[src/pidm_pkg.sv]
// Package for the PWM input duty meter.
// Holds the item and result types, register indexes, sequencer states and constants.
// No dependencies.
package pidm_pkg;

  localparam int NUM_W      = 26;
  localparam int DIVISOR_W  = 16;
  localparam int COUNT_W    = 8;
  localparam int DUTY_W     = 10;
  localparam int CFG_IDX_W  = 8;
  localparam int CFG_DATA_W = 16;

  localparam logic [9:0]         DUTY_SCALE = 10'd1000;
  localparam logic [2:0]         DUTY_ROUND = 3'd5;
  localparam logic [DUTY_W-1:0]  DUTY_MAX   = 10'd1023;
  localparam logic [COUNT_W-1:0] COUNT_MAX  = 8'd255;

  localparam logic [CFG_IDX_W-1:0] REG_STUCK_LIMIT     = 8'd0;
  localparam logic [CFG_IDX_W-1:0] REG_FULL_DUTY       = 8'd1;
  localparam logic [CFG_IDX_W-1:0] REG_ZERO_DUTY       = 8'd2;
  localparam logic [CFG_IDX_W-1:0] REG_DEFAULT_PERIOD  = 8'd3;

  localparam logic [COUNT_W-1:0]    STUCK_LIMIT_RESET    = 8'd5;
  localparam logic [DUTY_W-1:0]     FULL_DUTY_RESET      = 10'd1000;
  localparam logic [DUTY_W-1:0]     ZERO_DUTY_RESET      = 10'd0;
  localparam logic [DIVISOR_W-1:0]  DEFAULT_PERIOD_RESET = 16'd4800;

  typedef struct packed {
    logic        capture_event;
    logic        overflow_event;
    logic        pin_level;
    logic [15:0] captured_high_time;
    logic [15:0] captured_period;
    logic        evaluate;
  } meas_item_t;

  typedef struct packed {
    logic [9:0]  duty_permille;
    logic [15:0] period_count;
    logic        stuck_detected;
  } meas_result_t;

  typedef enum logic [1:0] {
    ST_IDLE,
    ST_LOAD,
    ST_DIV,
    ST_DONE
  } state_t;

endpackage

[src/pidm_div.sv]
// Restoring serial divider for the PWM input duty meter, one quotient bit per cycle.
// Depends on pidm_pkg for the operand widths.
module pidm_div
  import pidm_pkg::*;
(
  input  logic                 clk,
  input  logic                 rst,
  input  logic                 start,
  input  logic [NUM_W-1:0]     numer,
  input  logic [DIVISOR_W-1:0] divisor,
  output logic                 done,
  output logic [NUM_W-1:0]     quot
);

  localparam int CNT_W = $clog2(NUM_W);
  localparam logic [CNT_W-1:0] LAST_STEP = CNT_W'(NUM_W - 1);

  logic [NUM_W-1:0]     quo_sh;
  logic [DIVISOR_W-1:0] rem;
  logic [CNT_W-1:0]     cnt;
  logic                 busy;
  logic [DIVISOR_W:0]   rem_sh;
  logic [DIVISOR_W:0]   diff;
  logic                 ge;

  assign rem_sh = {rem, quo_sh[NUM_W-1]};
  assign ge     = rem_sh >= {1'b0, divisor};
  assign diff   = rem_sh - {1'b0, divisor};
  assign quot   = quo_sh;

  always_ff @(posedge clk) begin
    if (rst) begin
      busy <= 1'b0;
      done <= 1'b0;
      cnt  <= '0;
    end else begin
      done <= 1'b0;
      if (start) begin
        busy <= 1'b1;
        cnt  <= '0;
      end else if (busy) begin
        cnt <= cnt + 1'b1;
        if (cnt == LAST_STEP) begin
          busy <= 1'b0;
          done <= 1'b1;
        end
      end
    end
  end

  always_ff @(posedge clk) begin
    if (start) begin
      quo_sh <= numer;
      rem    <= '0;
    end else if (busy) begin
      rem    <= ge ? diff[DIVISOR_W-1:0] : rem_sh[DIVISOR_W-1:0];
      quo_sh <= {quo_sh[NUM_W-2:0], ge};
    end
  end

endmodule

[src/pwm_input_duty_meter.sv]
// PWM input duty meter: one result item for every input item.
// An item without evaluation goes from ST_IDLE to ST_DONE; one whose stored high time or
// period is zero passes ST_LOAD to ST_DONE; one that computes the duty also waits in ST_DIV
// for the 26 steps of the serial divider. The block takes no new item while one is at work,
// and a finished result waits in an output register until it is taken, adding stall cycles.
// Depends on pidm_pkg and pidm_div.
module pwm_input_duty_meter
  import pidm_pkg::*;
(
  input  logic                  clk,
  input  logic                  rst,
  input  logic                  item_valid,
  output logic                  item_ready,
  input  meas_item_t            item,
  output logic                  result_valid,
  input  logic                  result_ready,
  output meas_result_t          result,
  input  logic                  cfg_valid,
  output logic                  cfg_ready,
  input  logic [CFG_IDX_W-1:0]  cfg_index,
  input  logic [CFG_DATA_W-1:0] cfg_data
);

  state_t state;
  state_t state_next;

  logic [COUNT_W-1:0]   stuck_limit;
  logic [DUTY_W-1:0]    full_duty_value;
  logic [DUTY_W-1:0]    zero_duty_value;
  logic [DIVISOR_W-1:0] default_period;

  logic                 capture_seen;
  logic [15:0]          high_time;
  logic [15:0]          period_store;
  logic [COUNT_W-1:0]   high_stuck_count;
  logic [COUNT_W-1:0]   low_stuck_count;
  logic [DUTY_W-1:0]    duty_store;
  logic                 eval_pending;
  logic                 div_ran;

  logic                 accept;
  logic                 out_free;
  logic                 operands_ok;
  logic                 div_start;
  logic                 div_done;
  logic [NUM_W-1:0]     numer;
  logic [NUM_W-1:0]     quot;
  logic [DUTY_W-1:0]    duty_calc;
  logic                 stuck;
  logic                 finish;
  logic                 seen_after_cap;

  assign accept      = item_valid && item_ready;
  assign out_free    = !result_valid || result_ready;
  assign operands_ok = (high_time != '0) && (period_store != '0);
  assign cfg_ready   = !rst;

  assign numer = NUM_W'(high_time) * NUM_W'(DUTY_SCALE)
               + NUM_W'(period_store) * NUM_W'(DUTY_ROUND);

  assign duty_calc = !div_ran ? duty_store
                   : (quot[NUM_W-1:DUTY_W] != '0) ? DUTY_MAX : quot[DUTY_W-1:0];

  assign stuck = eval_pending
              && ((high_stuck_count > stuck_limit) || (low_stuck_count > stuck_limit));

  assign seen_after_cap = item.capture_event || capture_seen;

  pidm_div u_div (
    .clk     (clk),
    .rst     (rst),
    .start   (div_start),
    .numer   (numer),
    .divisor (period_store),
    .done    (div_done),
    .quot    (quot)
  );

  always_comb begin
    state_next = state;
    unique case (state)
      ST_IDLE: begin
        if (accept) begin
          state_next = item.evaluate ? ST_LOAD : ST_DONE;
        end
      end
      ST_LOAD: begin
        state_next = operands_ok ? ST_DIV : ST_DONE;
      end
      ST_DIV: begin
        if (div_done) begin
          state_next = ST_DONE;
        end
      end
      ST_DONE: begin
        if (out_free) begin
          state_next = ST_IDLE;
        end
      end
      default: state_next = ST_IDLE;
    endcase
  end

  always_comb begin
    item_ready = 1'b0;
    div_start  = 1'b0;
    finish     = 1'b0;
    unique case (state)
      ST_IDLE: item_ready = !rst;
      ST_LOAD: div_start  = operands_ok;
      ST_DIV:  ;
      ST_DONE: finish     = out_free;
      default: ;
    endcase
  end

  always_ff @(posedge clk) begin
    if (rst) begin
      state <= ST_IDLE;
    end else begin
      state <= state_next;
    end
  end

  always_ff @(posedge clk) begin
    if (rst) begin
      stuck_limit     <= STUCK_LIMIT_RESET;
      full_duty_value <= FULL_DUTY_RESET;
      zero_duty_value <= ZERO_DUTY_RESET;
      default_period  <= DEFAULT_PERIOD_RESET;
    end else if (cfg_valid && cfg_ready) begin
      unique case (cfg_index)
        REG_STUCK_LIMIT:    stuck_limit     <= cfg_data[COUNT_W-1:0];
        REG_FULL_DUTY:      full_duty_value <= cfg_data[DUTY_W-1:0];
        REG_ZERO_DUTY:      zero_duty_value <= cfg_data[DUTY_W-1:0];
        REG_DEFAULT_PERIOD: default_period  <= cfg_data[DIVISOR_W-1:0];
        default: ;
      endcase
    end
  end

  always_ff @(posedge clk) begin
    if (rst) begin
      capture_seen     <= 1'b0;
      high_time        <= '0;
      period_store     <= '0;
      high_stuck_count <= '0;
      low_stuck_count  <= '0;
      duty_store       <= '0;
      eval_pending     <= 1'b0;
      div_ran          <= 1'b0;
      result_valid     <= 1'b0;
    end else begin
      if (result_valid && result_ready) begin
        result_valid <= 1'b0;
      end
      if (accept) begin
        eval_pending <= item.evaluate;
        div_ran      <= 1'b0;
        if (item.capture_event) begin
          high_time        <= item.captured_high_time;
          period_store     <= item.captured_period;
          high_stuck_count <= '0;
          low_stuck_count  <= '0;
        end
        if (item.overflow_event) begin
          capture_seen <= 1'b0;
          if (seen_after_cap) begin
            high_stuck_count <= '0;
            low_stuck_count  <= '0;
          end else if (item.pin_level) begin
            if (high_stuck_count != COUNT_MAX) begin
              high_stuck_count <= high_stuck_count + 1'b1;
            end
            low_stuck_count <= '0;
          end else begin
            if (low_stuck_count != COUNT_MAX) begin
              low_stuck_count <= low_stuck_count + 1'b1;
            end
            high_stuck_count <= '0;
          end
        end else begin
          capture_seen <= seen_after_cap;
        end
      end
      if (div_start) begin
        div_ran <= 1'b1;
      end
      if (finish) begin
        result_valid <= 1'b1;
        if (stuck) begin
          duty_store       <= (high_stuck_count > low_stuck_count) ? full_duty_value
                                                                   : zero_duty_value;
          period_store     <= default_period;
          high_stuck_count <= '0;
          low_stuck_count  <= '0;
          high_time        <= '0;
        end else begin
          duty_store <= duty_calc;
        end
      end
    end
  end

  always_ff @(posedge clk) begin
    if (finish) begin
      result.duty_permille  <= stuck ? ((high_stuck_count > low_stuck_count)
                                        ? full_duty_value : zero_duty_value)
                                     : duty_calc;
      result.period_count   <= stuck ? default_period : period_store;
      result.stuck_detected <= stuck;
    end
  end

`ifndef SYNTHESIS
  a_done_in_div: assert property (@(posedge clk) disable iff (rst)
    div_done |-> (state == ST_DIV))
    else $error("Divider finished outside the divide state.");

  a_one_counter: assert property (@(posedge clk) disable iff (rst)
    (high_stuck_count != '0) |-> (low_stuck_count == '0))
    else $error("Both stuck counters are nonzero.");

  a_stuck_clears: assert property (@(posedge clk) disable iff (rst)
    (finish && stuck) |=> (high_stuck_count == '0) && (low_stuck_count == '0)
                          && (high_time == '0) && result.stuck_detected)
    else $error("Stuck detection did not clear the measurement state.");

  a_no_accept_busy: assert property (@(posedge clk) disable iff (rst)
    (state != ST_IDLE) |-> !accept)
    else $error("Item accepted while a previous item is at work.");
`endif

endmodule

[config.mk]
export PLATFORM = sky130hd
export DESIGN_NAME = pwm_input_duty_meter
export DESIGN_NICKNAME = d
export VERILOG_FILES = /design/src/pidm_pkg.sv /design/src/pidm_div.sv /design/src/pwm_input_duty_meter.sv
export SDC_FILE = /design/constraint.sdc
export NUM_CORES = 1
export LEC_CHECK = 0
export ABC_AREA = 1
export CAP_MARGIN = 20
export CORE_AREA = 5 5 153 155
export CTS_BUF_LIST = sky130_fd_sc_hd__clkbuf_8 sky130_fd_sc_hd__clkbuf_16
export DETAILED_ROUTE_END_ITERATION = 7
export DIE_AREA = 0 0 158 160
export DONT_BUFFER_PORTS = 1
export PLACE_DENSITY = 0.89
export RECOVER_POWER = 50
export REMOVE_ABC_BUFFERS = 1
export SETUP_SLACK_MARGIN = 0.3
export SKIP_LAST_GASP = 1
export SYNTH_ARGS = -nofsm -noshare
export SYNTH_HDL_FRONTEND = slang
export SYNTH_SLANG_ARGS = --single-unit
[constraint.sdc]
create_clock -name clk -period 6.35 [get_ports clk]
set_clock_uncertainty 0.15 [all_clocks]
set_input_delay 1.905 -clock clk [delete_from_list [all_inputs] [get_ports clk]]
set_output_delay 1.905 -clock clk [all_outputs]
set_load 0.05 [all_outputs]
==> out/metrics.yaml, run 1 <==
netlist_area_um2: 14100
holdBufCountCts: 0
grt_max_degree: 67
synth-edff-count: 53
hold_viol: 0
start_util_pct: 64.9
timing.rr.start: "high_time[6]"
layout_common_cells: "nand2_1 (423), inv_1 (285), o21ai_0 (169)"
hold_depth: 2
cp_common_cell: "fa_1"
clk_pin_slew_worst_paths_ns: 0.08
path_class: "reg -> reg"
cts_buffers: 17
fmax_ghz: 0.169
critPathArrivalTime_ns: 5.95
cap_violations: 2
drive_above_1_share_pct: 6.28
setup_violations: 0
layout.nets: 2123
p_leak_nw: 7.29
grt_pass1_wl_um: 58600
routabilityCongestion: 0.925
total_power_mw: 5.46
yosys_most_used_dff: "dfxtp_1"
p_per_area_nw_per_um2: 363
async_reset_ff_share_pct: 0
dp_hpwl_um: 26200
num_rows: 54
outcome: "finished with violations"
drtIter0Drc: 1023
yosysWarnings: 0
final_common_cell: "nand2_1"
path_max_fanout: 6
wl_per_cell_um: 17.0
die-area_um2: 25300
worstHoldEndpoint: "full_duty_value[2]"
clock_sinks: 184
syn_inst: 1870
syn_avg_cell_area_um2: 7.53
drv_slew: 77
grt_overflow: 0
critPathMaxStageDelay_ns: 0.54
route.vias.total: 12500
first_global_vias: 12100
cp-end-kind: "flop"
antenna_cells: 0
port_buffers: 0
r2r_end: "u_div.quot[24]"
avgViaCountPerCell: 5.82
max-slew-margin-rel_pct: -75.5
critPathLaunchType: "flop"
synth_seq_area_share_pct: 29.9
irDropWorstVdd_uv: 253
hold_path.class: "reg -> reg"
hold_start: "full_duty_value[2]"
wl_um: 36300
track_usage_pct: 28.5
ios: 95
worstMarginPinSlew_ns: 2.63
final_util_pct: 69.4
die_w_um: 158
insertion_delay_ns: 0.45
required_ns: 6.40
antenna_found_initial: 3
ant_nets: 0
final_cells: 2142
core_area_um2: 21700
r2r_setup_slack_ns: 0.45
die_h_um: 160
finalSetupTns_ns: 0
fin_area_um2: 15000
place_area_um2: 14200
drc: 0
cts_htree_levels: 4
yosys_register_bits: 184
drt-pass1-iter-count: 5
syn_to_final_growth_pct: 6.84
root_buffer: "clkbuf_16"
fin_crit_ns: 5.90
rr_worst_depth: 26
ys_types: 52
rsz0062_at_grt: "false"
cts_tree: "built"
period_share_pct: 92.9
dp.cells: 2104
clock_path_buffers: 2
cpMaxStageDelayCell: "fa_1"
violations: "max-capacitance violations, max-slew violations"
## cells in the mapped netlist, drive strengths merged (4+ instances only)
cell    number  area share (%)
buf         24             1.1
or2          5            0.22
clkinv       4            0.12
xnor2       24             1.5
nand4       15            0.67
a31oi        7            0.31
o21ai      178             6.4
nand3      116             4.2
edfxtp      53              11
dfxtp      131              19
nand3b      16            0.85
a21oi       81             2.9
clkbuf      28            0.76
xor2        18             1.1
o211ai      13            0.69
nand2      434              12
nor4         9            0.40
nor3        18            0.71
ha         139              12
a21o         5            0.27
fa          70              10
inv        298             7.9
nor2       161             4.4
## power breakdown
group          switching, mW  total, mW  internal [mW]
clock network          0.567       1.10          0.533
registers              0.176       1.60           1.42
logic                   1.74       2.76           1.02
total                   2.49       5.46           2.98
## metal layers
layer	GRT usage (%)	vias up	part of all wire (%)
li1	-	5994	-
met1	36.6	5853	40
met2	47.5	505	48
met3	5.93	116	7.8
met4	10.4	6	3.7
met5	0	-	0.13
## metrics by stage
| step | hold slack (ns) | worst slack, ns |
|---|---|---|
| final | 0.305 | 0.449 |
| after global routing | 0.344 | 0.179 |
| after CTS | 0.306 | 0.299 |
| after detailed placement | 0.295 | 0.127 |
| after global placement | 0.285 | 0.365 |
| after floorplan | 0.277 | 0.616 |
## cell type report
class                   count  area (um^2)
clock buffers              17          425
clock inverters            15          178
fillers                  1666         6640
inverters                 302         1140
multi-input cells        1332         8620
flip-flops and latches    184         4250
well taps                 280          350
repair buffers             12         78.8
## worst max-delay path: cells and delay by family (launching register included)
kind / cells / cell delay, ns
compound gates: 2 / 0.35
flops: 1 / 0.37
simple gates: 11 / 1.04
xor+xnor: 1 / 0.19
buf+inv: 5 / 0.34
fa+ha+maj: 7 / 3.20
## kinds of logic (layout without fill, tap and decap cells)
logic type      count (synthesis)  after routing  synth area share, %
fa+ha+maj                     209            209                 22.3
buf+inv                       354            346                 9.90
xor+xnor                       42             42                 2.61
compound gates                300            300                 11.6
flops                         184            184                 29.9
simple gates                  781            781                 23.7
## sequential cells by signal, summed over array words and instances (netlist names), 10 cells and up
register	flops
default_period	16
duty_store	10
full_duty_value	10
high_time	16
period_store	16
result	27
u_div.quot	26
u_div.rem	16
zero_duty_value	10
## worst max-delay path by stage
stage / startpoint / end / slack, ns / cells past startpoint
after floorplan: high_time[6] / u_div.quot[20] / 0.62 / 29
after global placement: high_time[6] / u_div.quot[24] / 0.37 / 29
after global routing: high_time[6] / u_div.quot[24] / 0.18 / 26
after detailed placement: high_time[6] / u_div.quot[22] / 0.13 / 29
final: high_time[6] / u_div.quot[24] / 0.45 / 26
after CTS: high_time[2] / u_div.quot[21] / 0.30 / 23
## what timing repair did
item | CTS | global route
endpoints found under the setup margin | 7 | 12
gates resized for setup | 13 | 47
pin swaps | 1 | 12
buffers inserted | 0 | 6
hold endpoints to repair | 0 | 0
(Power assumes the default switching activity.)
==> inputs of run 2 (changes only) <==
Settings changed: RECOVER_POWER 50 to 100.
==> run 2 against run 1 <==
- the flow still finishes with violations (max-capacitance violations, max-slew violations)
- hold slack about the same
- highest routed layer unchanged
- sequential share of layout area about the same
- combinational power about the same
- via count up 0.18%
- first-iteration DRC count down 0.29%
- non-clock buffer count unchanged
- design area down 0.16%
==> out/metrics.yaml, run 2 (same netlist as run 1, synthesis figures left out) <==
hold_start: "full_duty_value[2]"
dp.cells: 2104  # unchanged
routabilityCongestion: 0.925  # unchanged
num_rows: 54  # unchanged
p_comb_share_pct: 50.5  # about the same
final_util_pct: 69.3  # -0.11 points
r2r_setup_slack_ns: 0.40  # -0.05 ns
worstMarginPinSlew_ns: 2.64  # +0.0102 ns
required_ns: 6.40  # about the same
p_sw_mw: 2.48  # about the same
clock_sinks: 184  # unchanged
whs_ns: 0.305  # +0.000237 ns
drv_slew: 137  # +78%
rr_worst_depth: 26  # unchanged
clk_pin_slew_worst_paths_ns: 0.08  # about the same
cts_buffers: 17  # unchanged
irDropWorstVdd_uv: 252  # -0.59%
grt_overflow: 0  # unchanged
cts_htree_levels: 4  # unchanged
first_global_vias: 12100  # unchanged
grt_pass1_wl_um: 58600  # unchanged
syn_to_final_growth_pct: 6.67
root_buffer: "clkbuf_16"
wl_um: 36300  # -0.18%
cp-end-kind: "flop"
start_util_pct: 64.9  # unchanged
critPathMaxStageDelay_ns: 0.54  # about the same
largest_reg_flops: 27  # unchanged
top_register: "result"
total_power_mw: 5.46  # about the same
drtIter0Drc: 1020  # -0.29%
p_per_area_nw_per_um2: 363  # +0.11%
route.vias.total: 12500  # +0.18%
layout.nets: 2123  # unchanged
fin_crit_ns: 5.95  # +0.0486 ns
insertion_delay_ns: 0.45  # about the same
seq_power_share_pct: 29.3  # about the same
period_share_pct: 93.7  # +0.77 points
hold_path.class: "reg -> reg"
wl_per_cell_um: 16.9  # -0.18%
path_class: "reg -> reg"
p_leak_nw: 7.27  # -0.30%
final_cells: 2142  # unchanged
ant_nets: 0  # unchanged
drc: 0  # unchanged
antenna_found_initial: 3  # unchanged
die-area_um2: 25300  # unchanged
layout_common_cells: "nand2_1 (424), inv_1 (287), o21ai_0 (170)"
finalSetupTns_ns: 0  # unchanged
path_max_fanout: 6  # unchanged
place_area_um2: 14200  # unchanged
clkPwrFrac_pct: 20.1  # about the same
avgViaCountPerCell: 5.83  # +0.18%
final_common_cell: "nand2_1"
worstHoldEndpoint: "full_duty_value[2]"
port_buffers: 0  # unchanged
violations: "max-capacitance violations, max-slew violations"
critPathLaunchType: "flop"
pre_cts_slack_ns: 0.127  # unchanged
internal_power_mw: 2.97  # about the same
die_w_um: 158  # unchanged
die_h_um: 160  # unchanged
track_usage_pct: 28.5  # unchanged
rsz0062_at_grt: "false"
drt-pass1-iter-count: 5  # unchanged
setup_violations: 0  # unchanged
ios: 95  # unchanged
core_area_um2: 21700  # unchanged
hold_viol: 0  # unchanged
fin_area_um2: 15000  # -0.16%
p_sw_share_pct: 45.5  # about the same
clock_path_buffers: 2  # unchanged
outcome: "finished with violations"
holdBufCountCts: 0  # unchanged
timing.rr.start: "high_time[7]"
hold_depth: 2  # unchanged
critPathArrivalTime_ns: 6.00  # +0.05 ns
r2r_end: "u_div.quot[21]"
cts_tree: "built"
cpMaxStageDelayCell: "fa_1"
setup_ws_ns: 0.400  # -0.0486 ns
fmax_ghz: 0.168  # -0.82%
dp_hpwl_um: 26200  # unchanged
grt_max_degree: 67  # unchanged
cap_violations: 3  # +1
drive_above_1_share_pct: 5.80  # -0.48 points
antenna_cells: 0  # unchanged
max-slew-margin-rel_pct: -76.2  # -0.68 points
[run 2: cell count changes in the layout (fill, tap and decap cells not counted), sizes merged]
| cell | before | now |
|---|---|---|
| buf | 9 | 6 |
| clkbuf | 20 | 23 |
| clkinv | 12 | 11 |
| clkinvlp | 2 | 3 |
[run 2: how the worst max path moves through the flow]
stage / from / end / cells after the start
6_report: high_time[7] / u_div.quot[21] / 26
3_3_place_gp: high_time[6] / u_div.quot[24] / 29
5_1_grt: high_time[2] / u_div.quot[24] / 24
2_1_floorplan: high_time[6] / u_div.quot[20] / 29
3_5_place_dp: high_time[6] / u_div.quot[22] / 29
4_1_cts: high_time[2] / u_div.quot[21] / 23
[run 2: layer usage]
layer	up-vias	share of wire, %	wire (um)	global-route usage [%]
met2	509	48	17500	47.5
li1	5995	-	-	-
met5	-	0.13	47	0
met3	119	8.2	2970	5.93
met1	5867	40	14400	36.6
met4	6	3.7	1330	10.4
[run 2: final cells by class]
type | count | area [um^2]
Multi-Input combinational cell | 1332 | 8610
Fill cell | 1671 | 6670
Sequential cell | 184 | 4250
Inverter | 302 | 1140
Clock buffer | 17 | 425
Tap cell | 280 | 350
Clock inverter | 15 | 178
Timing Repair Buffer | 12 | 68.8
[run 2: what timing repair did]
action / in CTS / in global routing
resized for setup: 13 / 47
endpoints found under the setup margin: 7 / 12
endpoints found under the hold margin: 0 / 0
buffers inserted: 0 / 6
pin swaps: 1 / 12
cloned: 0 / 0
[run 2: power by group through the flow]
stage | Combinational, mW | Clock [mW] | Sequential (mW)
after floorplan | 2.01 | 0 | 1.57
after global placement | 2.45 | 0 | 1.61
after detailed placement | 2.55 | 0 | 1.61
after CTS | 2.60 | 1.10 | 1.59
after global routing | 3.10 | 1.15 | 1.62
final | 2.76 | 1.10 | 1.60
[run 2: critical path, delay by kind of cell (launching register included)]
| kind | cells | cell delay (ns) |
|---|---|---|
| compound gates | 2 | 0.18 |
| simple gates | 11 | 1.11 |
| flops | 1 | 0.42 |
| fa+ha+maj | 7 | 3.19 |
| buf+inv | 5 | 0.39 |
| xor+xnor | 1 | 0.25 |
==> inputs of run 3 (changes only) <==
--- a/config.mk
+++ b/config.mk
@@ -9,8 +9,8 @@
 export CAP_MARGIN = 20
-export CORE_AREA = 5 5 153 155
+export CORE_AREA = 5 5 161 163
 export CTS_BUF_LIST = sky130_fd_sc_hd__clkbuf_8 sky130_fd_sc_hd__clkbuf_16
 export DETAILED_ROUTE_END_ITERATION = 7
-export DIE_AREA = 0 0 158 160
+export DIE_AREA = 0 0 166 168
 export DONT_BUFFER_PORTS = 1
-export PLACE_DENSITY = 0.89
+export PLACE_DENSITY = 0.85
 export RECOVER_POWER = 100
==> constraint.sdc (replaced) <==
create_clock -name clk -period 5.4 [get_ports clk]
set_clock_uncertainty 0.15 [all_clocks]
set_input_delay 1.62 -clock clk [delete_from_list [all_inputs] [get_ports clk]]
set_output_delay 1.62 -clock clk [all_outputs]
set_load 0.01 [all_outputs]
==> run 3 against run 2 <==
- the flow finishes with violations (design-rule violations, negative setup slack)
- sequential power grew 14%
- global-route usage decreased by 0.14 points
- maximum frequency is 2.2% lower
- core utilization fell by 0.99 points
- sequential share of layout area decreased by 2.7 points
- combinational power rose by 62%
- design area increased by 9.9%
- final cell count up 7.6%
- routed wire length up 19%
- critical path depth increased by 5
- largest cell class unchanged
==> out/metrics.yaml, run 3 (same netlist as run 1, synthesis figures left out) <==
outcome: "finished with violations"
violations: "design-rule violations, negative setup slack"
drtIter0Drc: 1230  # +21%
fin_crit_ns: 6.08  # +0.133 ns
layout_common_cells: "nand2_1 (397), inv_1 (268), o21ai_0 (162)"
wl_per_cell_um: 18.7  # +11%
drt-pass1-iter-count: 8  # +3
drv_slew: 0  # -100%
routabilityCongestion: 0.913  # -1.3%
max-slew-margin-rel_pct: 30.0  # +110 points
grt_max_degree: 67  # unchanged
path_class: "reg -> reg"
drc: 4  # +4
fin_area_um2: 16500  # +9.9%
start_util_pct: 58.2  # -6.7 points
route.vias.total: 13700  # +10%
required_ns: 5.46  # -0.94 ns
hold_path.class: "reg -> reg"
avgViaCountPerCell: 5.96  # +2.2%
timing.rr.start: "high_time[6]"
grt_pass1_wl_um: 65600  # +12%
antenna_cells: 0  # unchanged
track_usage_pct: 28.4  # -0.14 points
cts_tree: "built"
setup_violations: 15  # +15
nFillCells: 1688  # +1.0%
clock_path_buffers: 2  # unchanged
grt_overflow: 0  # unchanged
cp_common_cell: "inv_2"
cap_violations: 0  # -3
p_per_area_nw_per_um2: 459  # +26%
period_share_pct: 113  # +19 points
ios: 95  # unchanged
num_rows: 57  # +5.6%
critPathLaunchType: "flop"
rsz0062_at_grt: "true"
port_buffers: 0  # unchanged
hold_start: "full_duty_value[4]"
largest_reg_flops: 27  # unchanged
first_global_vias: 13400  # +11%
total_power_mw: 7.58  # +39%
crit_path_start: "high_time[6]"
ant_nets: 0  # unchanged
setup_ws_ns: -0.682  # -1.08 ns
insertion_delay_ns: 0.44  # about the same
path_max_fanout: 4  # -2
hold_viol: 0  # unchanged
crit_buf_inv: 12  # +7
final_common_cell: "nand2_1"
cts_htree_levels: 4  # unchanged
critPathMaxStageDelay_ns: 0.60  # +0.06 ns
place_area_um2: 15000  # +5.6%
die_w_um: 166  # +5.1%
clk_pin_slew_worst_paths_ns: 0.08  # about the same
cpMaxStageDelayCell: "fa_1"
top_register: "result"
antenna_found_initial: 2  # -1
wl_um: 43200  # +19%
fmax_ghz: 0.164  # -2.2%
die-area_um2: 27900  # +10%
syn_to_final_growth_pct: 17.2
layout.nets: 2242  # +5.6%
p_leak_nw: 7.97  # +9.7%
irDropWorstVdd_uv: 265  # +5.4%
dp_hpwl_um: 27300  # +4.4%
critPathTopFamily: "adder cells"
root_buffer: "clkbuf_16"
die_h_um: 168  # +5.0%
clock_sinks: 184  # unchanged
cp-end-kind: "flop"
core_area_um2: 24200  # +11%
cts_buffers: 17  # unchanged
drive_above_1_share_pct: 16.5  # +11 points
critPathArrivalTime_ns: 6.14  # +0.14 ns
worstMarginPinSlew_ns: 1.05  # -1.59 ns
run 3: cell type report:
| cell class | instances | area, um^2 | share of cell area, % |
|---|---|---|---|
| Clock buffer | 18 | 439 | 2.66 |
| Tap cell | 324 | 405 | 2.46 |
| Sequential cell | 184 | 4220 | 25.6 |
| Clock inverter | 14 | 153 | 0.925 |
| Multi-Input combinational cell | 1332 | 9120 | 55.3 |
| Inverter | 302 | 1140 | 6.91 |
| Timing Repair Buffer | 131 | 1020 | 6.21 |
run 3: repair_timing:
action,CTS,global route
buffers inserted,20,7
resized for setup,113,60
hold buffers,0,0
cloned,0,0
endpoints found under the setup margin,16,16
endpoints found under the hold margin,0,0
pin swaps,63,32
run 3: final timing paths:
path         slack (ns)                  to  depth (start not counted)
min                0.31  full_duty_value[4]                          2
max reg2reg       -0.68      u_div.quot[16]                         31
max               -0.68      u_div.quot[16]                         31
min reg2reg        0.31  full_duty_value[4]                          2
run 3: power by group:
| group | switching [mW] | leakage, nW | internal (mW) |
|---|---|---|---|
| Clock | 0.641 | 0.284 | 0.635 |
| Sequential | 0.164 | 1.56 | 1.67 |
| Combinational | 2.63 | 6.13 | 1.84 |
| Total | 3.43 | 7.97 | 4.15 |
run 3: worst register-to-register path, delay by kind of cell, from the launching register on:
kind | cells | cell delay [ns]
AO/OA/AOI/OAI | 1 | 0.18
XOR/XNOR | 1 | 0.11
adder cells (fa/ha/maj) | 7 | 3.30
buffers and inverters | 12 | 0.95
flip-flops | 1 | 0.34
AND/OR/NAND/NOR | 10 | 0.82
run 3: per-layer routing:
layer / GRT usage [%] / routed length (um) / part of all wire, %
met1: 33.4 / 15600 / 36
met5: 0 / 28 / 0.065
met2: 50.2 / 20800 / 48
met3: 5.74 / 4050 / 9.4
met4: 12.5 / 2710 / 6.3
run 3: per-stage QoR:
step                instances  setup slack, ns  util [%]  hold WS, ns  TNS, ns
finish                   2305           -0.682      68.3        0.313    -7.56
global route             2305           -0.879      68.3        0.336   -10.34
CTS                      2298           -0.270      67.1        0.308    -2.27
detailed placement       2246           -0.640      62.1        0.297    -6.27
global placement         2246           -0.466      62.1        0.286    -4.28
floorplan                1818           -0.334         -        0.277    -1.79
